File: src/assert_macros.svh
// Assertion helpers for the RTL files; bfa_datapath includes them.
// Both macros expect a clock named clk and a reset named rst in scope.
`ifndef ASSERT_MACROS_SVH
`define ASSERT_MACROS_SVH

// Checks a property on every rising edge outside of reset.
`define BFA_ASSERT(lbl, prop, msg) \
  lbl: assert property (@(posedge clk) disable iff (rst) (prop)) else $error(msg);

// Checks that a condition implies a consequence in the same cycle.
`define BFA_ASSERT_IMP(lbl, ante, cons, msg) \
  lbl: assert property (@(posedge clk) disable iff (rst) (ante) |-> (cons)) else $error(msg);

`endif

File: src/bfa_pkg.sv
package bfa_pkg;

  // Field widths.
  localparam int FRAME_W = 12;
  localparam int COUNT_W = FRAME_W + 1;
  localparam int MODE_W  = 2;

  // Map geometry: the used bits are stored as words of WORD_W bits.
  localparam int MAX_FRAMES = 1 << FRAME_W;
  localparam int WORD_W     = 64;
  localparam int BIT_W      = $clog2(WORD_W);
  localparam int WORDS      = MAX_FRAMES / WORD_W;
  localparam int ADDR_W     = FRAME_W - BIT_W;
  localparam int BYTES      = WORD_W / 8;
  localparam int BYTE_W     = $clog2(BYTES);

  localparam logic [COUNT_W-1:0] MAX_COUNT = COUNT_W'(MAX_FRAMES);

  // Request modes.
  localparam logic [MODE_W-1:0] MODE_FIND  = 2'd0;
  localparam logic [MODE_W-1:0] MODE_ALLOC = 2'd1;
  localparam logic [MODE_W-1:0] MODE_FREE  = 2'd2;

  // Commands from the controller to the datapath.
  typedef struct packed {
    logic load_req;
    logic rd_req;
    logic scan_clr;
    logic scan_rd;
    logic rmw_commit;
    logic scan_commit;
  } cmd_t;

  // Status from the datapath to the controller.
  typedef struct packed {
    logic scan_more;
    logic scan_done;
    logic out_free;
  } status_t;

endpackage

File: src/bfa_ctrl.sv
module bfa_ctrl import bfa_pkg::*; (
  input  logic    clk,
  input  logic    rst,
  input  logic    req_valid,
  input  logic    req_is_find,
  output logic    req_ready,
  input  status_t status,
  output cmd_t    cmd
);

  typedef enum logic [2:0] {
    IDLE,
    READ,
    MODIFY,
    SCAN,
    FINISH
  } state_t;

  state_t state;
  state_t state_next;

  // Next state and commands for the datapath.
  always_comb begin
    cmd        = '0;
    state_next = state;
    req_ready  = (state == IDLE);
    case (state)
      IDLE: begin
        if (req_valid) begin
          cmd.load_req = 1'b1;
          if (req_is_find) begin
            cmd.scan_clr = 1'b1;
            state_next   = SCAN;
          end else begin
            state_next = READ;
          end
        end
      end
      READ: begin
        cmd.rd_req = 1'b1;
        state_next = MODIFY;
      end
      MODIFY: begin
        if (status.out_free) begin
          cmd.rmw_commit = 1'b1;
          state_next     = IDLE;
        end
      end
      SCAN: begin
        cmd.scan_rd = status.scan_more;
        if (status.scan_done) begin
          state_next = FINISH;
        end
      end
      FINISH: begin
        if (status.out_free) begin
          cmd.scan_commit = 1'b1;
          state_next      = IDLE;
        end
      end
      default: begin
        state_next = IDLE;
      end
    endcase
  end

  // State register.
  always_ff @(posedge clk) begin
    if (rst) begin
      state <= IDLE;
    end else begin
      state <= state_next;
    end
  end

endmodule

File: config.mk
export PLATFORM = sky130hd
export DESIGN_NAME = bfa_ctrl
export DESIGN_NICKNAME = d
export VERILOG_FILES = /design/src/assert_macros.svh /design/src/bfa_pkg.sv /design/src/bfa_ctrl.sv
export SDC_FILE = /design/constraint.sdc
export NUM_CORES = 1
export LEC_CHECK = 0
export BUFFER_PORTS_ARGS = -buffer_cell sky130_fd_sc_hd__buf_2
export CAP_MARGIN = 10
export CORE_AREA = 2 2 39 41
export CTS_CLUSTER_DIAMETER = 120
export DETAILED_ROUTE_END_ITERATION = 12
export DIE_AREA = 0 0 41 43
export PLACE_DENSITY = 0.42
export SLEW_MARGIN = 0
export SYNTH_ARGS = -nofsm -noshare
export SYNTH_HDL_FRONTEND = slang
export SYNTH_SLANG_ARGS = --single-unit
File: constraint.sdc
create_clock -name clk -period 1.4 [get_ports clk]
set_clock_uncertainty 0.2 [all_clocks]
set_input_delay 0.42 -clock clk [delete_from_list [all_inputs] [get_ports clk]]
set_output_delay 0.42 -clock clk [all_outputs]
set_load 0.01 [all_outputs]
==> results by group <==
Clock network
  – Clk pin slew, worst setup/hold paths: 40 ps
  – Clk sinks: 3
  – Clock Root Buffer: clkbuf_4
  – Clock buffer depth: 2
  – Num CTS Buffers: 3
  – CTS tree: yes
  – CTS H-tree depth: 1
  – Clk Latency, worst-skew pair: 230 ps

Logic synthesis
  – Yosys warns: 0
  – Register area share after synthesis: 0.261
  – Synthesized area: 230 µm²
  – Synth cell types: 19
  – Number of synthesized register bits: 3
  – Post-Synthesis Cells: 25
  – Syn_nets: 32
  – Average size of a mapped cell: 9.21 µm²

Global routing
  – First-pass GRT wire length: between 900 and 1000 µm
  – Global-route usage over all layers: 0.0772
  – Vias in the first global route: roughly 220
  – Overflow after GRT: 0
  – Pin count of the biggest net entering global routing: 8
  – Initial antenna violation count: 0

Power
  – Peak supply drop: between 400 and 500 µV
  – Seq pwr share: 0.275
  – Int Pwr: 0.000272 W
  – Switching part of the total: 0.272
  – Total Power: ~0.00037 W
  – Pwr Density: between 800 and 900 nW/µm²
  – Clock power frac: 0.406
  – NetSw: 0.000102 W
  – Logic pwr share: 0.319
  – P_leak: 0.191 nW

Setup path
  – Crit path buf inv count: 1
  – Critical path, cell by cell: nor3_4 > and3_4 > buf_6
  – Crit. End Element: output pin
  – CP peak stage delay: 360 ps
  – Data required, critical path: slightly below 800 ps
  – Startpoint types: flip-flop
  – Crit-path max FO: 7
  – CP top delay family: simple AND/OR/NAND/NOR gates
  – WS Path Type: flip-flop to output pin
  – Worst-path cell with the longest stage delay: dfxtp_4
  – Worst Path Arrival: approximately 1100 ps

STA
  – Worst hold slack: roughly 180 ps
  – Crit path time final: 1700 ps
  – Final Max Slew Viols: 0
  – RSZ-0062 raised after global routing: true
  – Worst-Margin Slew: a little under 200 ps
  – Slew margin rel.: 0.868
  – Max Fclk: around 600 MHz
  – Min setup slack post-route: -300 ps
  – Hold Fails Final Rpt: 0
  – Final count of negative-setup-slack endpoints: 8
  – Post-route clock period utilization: 1.21
  – Post-Route Setup TNS: -1730 ps

Floorplan
  – Die area: ~1800 µm²
  – Initial Util: 0.166
  – Die Height: around 43 µm
  – I/O Pins: 14
  – Core ar.: between 1000 and 1500 µm²
  – Die Wd: around 41 µm
  – Core Rows: 14

Finish
  – Leading cell type in the layout, fill and taps excluded: buf_2
  – Area Growth Syn to Fin: 85.9%
  – Top reg by flops: state
  – Reg area: 71.3 µm²
  – # diodes: 0
  – Share of layout cells above drive strength 1: 0.717
  – Most frequent cells in the layout: buf_2 (11), buf_4 (6), clkbuf_4 (3), buf_6 (3), dfxtp_4 (3)
  – Non-filler instance count after layout: 62
  – Fin nets: between 50 and 60
  – Biggest regs: state (3)
  – Utilization after layout: 0.309
  – Largest register FFs: 3
  – Multi-input logic area: 176 µm²
  – Fillers: between 150 and 200

Route
  – DR DRC count: 0
  – Via count: 274
  – First-pass detailed-route iteration total: 4
  – Wire length per cell: 9.55 µm
  – Initial DRC Count: 3
  – Post-route ant nets: 0
  – Final wirelength: roughly 600 µm
  – Vias per cell: around 4.4

Place
  – Final GP Congestion: about 0.67
  – Port Buf Inserts: 13
  – Cell total after placement: 55

Hold path
  – HP Class: input pin to flip-flop

Run
  – Total of max-cap violations: 0

Run status
  – Status: complete, but fails checks
  – Failing checks: setup timing
## power groups by stage
stage | Clock, W | Sequential [W] | Combinational (W)
after global placement | 0 | 0.000107 | 0.0000911
after detailed placement | 0 | 0.000107 | 0.0000905
final | 0.000152 | 0.000103 | 0.000119
after global routing | 0.000170 | 0.000105 | 0.000129
after floorplan | 0 | 0.0000963 | 0.0000699
after CTS | 0.000162 | 0.000103 | 0.000102
## cell usage after synthesis
cell	count	share of area
and2_1	1	0.027
nor3b_1	1	0.033
nand2_1	1	0.016
mux2_2	1	0.049
nor3_1	2	0.043
and4b_1	1	0.043
dfxtp_1	3	0.26
o22ai_1	1	0.027
nor4bb_1	1	0.043
buf_6	1	0.049
or4b_1	1	0.043
buf_4	2	0.065
or3_1	1	0.027
and3_1	1	0.027
nand3b_1	1	0.033
a21oi_1	2	0.043
a211oi_2	1	0.054
nand4b_1	1	0.038
or3b_1	2	0.076
## worst register-to-register path, stage by stage (launching register included)
cell and delay [ps]:
dfxtp_4 360, buf_6 130, or4b_1 510, a21oi_1 140
## logic make-up after synthesis
logic type	synth area share
buffers and inverters	0.114
AOI/OAI and AO/OA	0.125
DFF	0.261
muxes	0.0489
and+or+nand+nor	0.451
## layer usage
metal | GRT usage | wire length [µm] | up-vias
met5 | 0 | 0 | -
met3 | 0.0471 | 28 | 0
met1 | 0.109 | 301 | 125
li1 | - | - | 140
met2 | 0.0969 | 261 | 9
met4 | 0.0200 | 0 | 0
## area by class of cell
cell class,count,area share
Multi-Input combinational cell,19,0.412
Timing Repair Buffer,20,0.313
Sequential cell,3,0.167
Clock buffer,4,0.0614
Tap cell,16,0.0468
## final timing paths
check | start | endpoint | slack (ps) | depth (start not counted)
setup / recovery | state[2]$_SDFFE_PP0P_ | cmd[3] | -300 | 3
hold / removal | rst | state[0]$_SDFFE_PP0P_ | 180 | 2
setup reg to reg | state[0]$_SDFFE_PP0P_ | state[2]$_SDFFE_PP0P_ | -20 | 3
hold reg to reg | state[2]$_SDFFE_PP0P_ | state[0]$_SDFFE_PP0P_ | 400 | 2
## stage by stage
stage                     worst slack [ps]  instance area [µm²]
after detailed placement              -165                  342
final                                 -300                  428
after CTS                             -316                  403
after floorplan                       -105                  256
after global placement                -146                  342
after global routing                  -351                  428
## repair_timing
action                     in CTS  in global routing
setup buffers                   1                  2
setup endpoints to repair      10                  9
gates resized for setup         9                  2
hold buffers                    0                  0
pin swaps                       5                  8
Power figures use the tool's default switching activity.
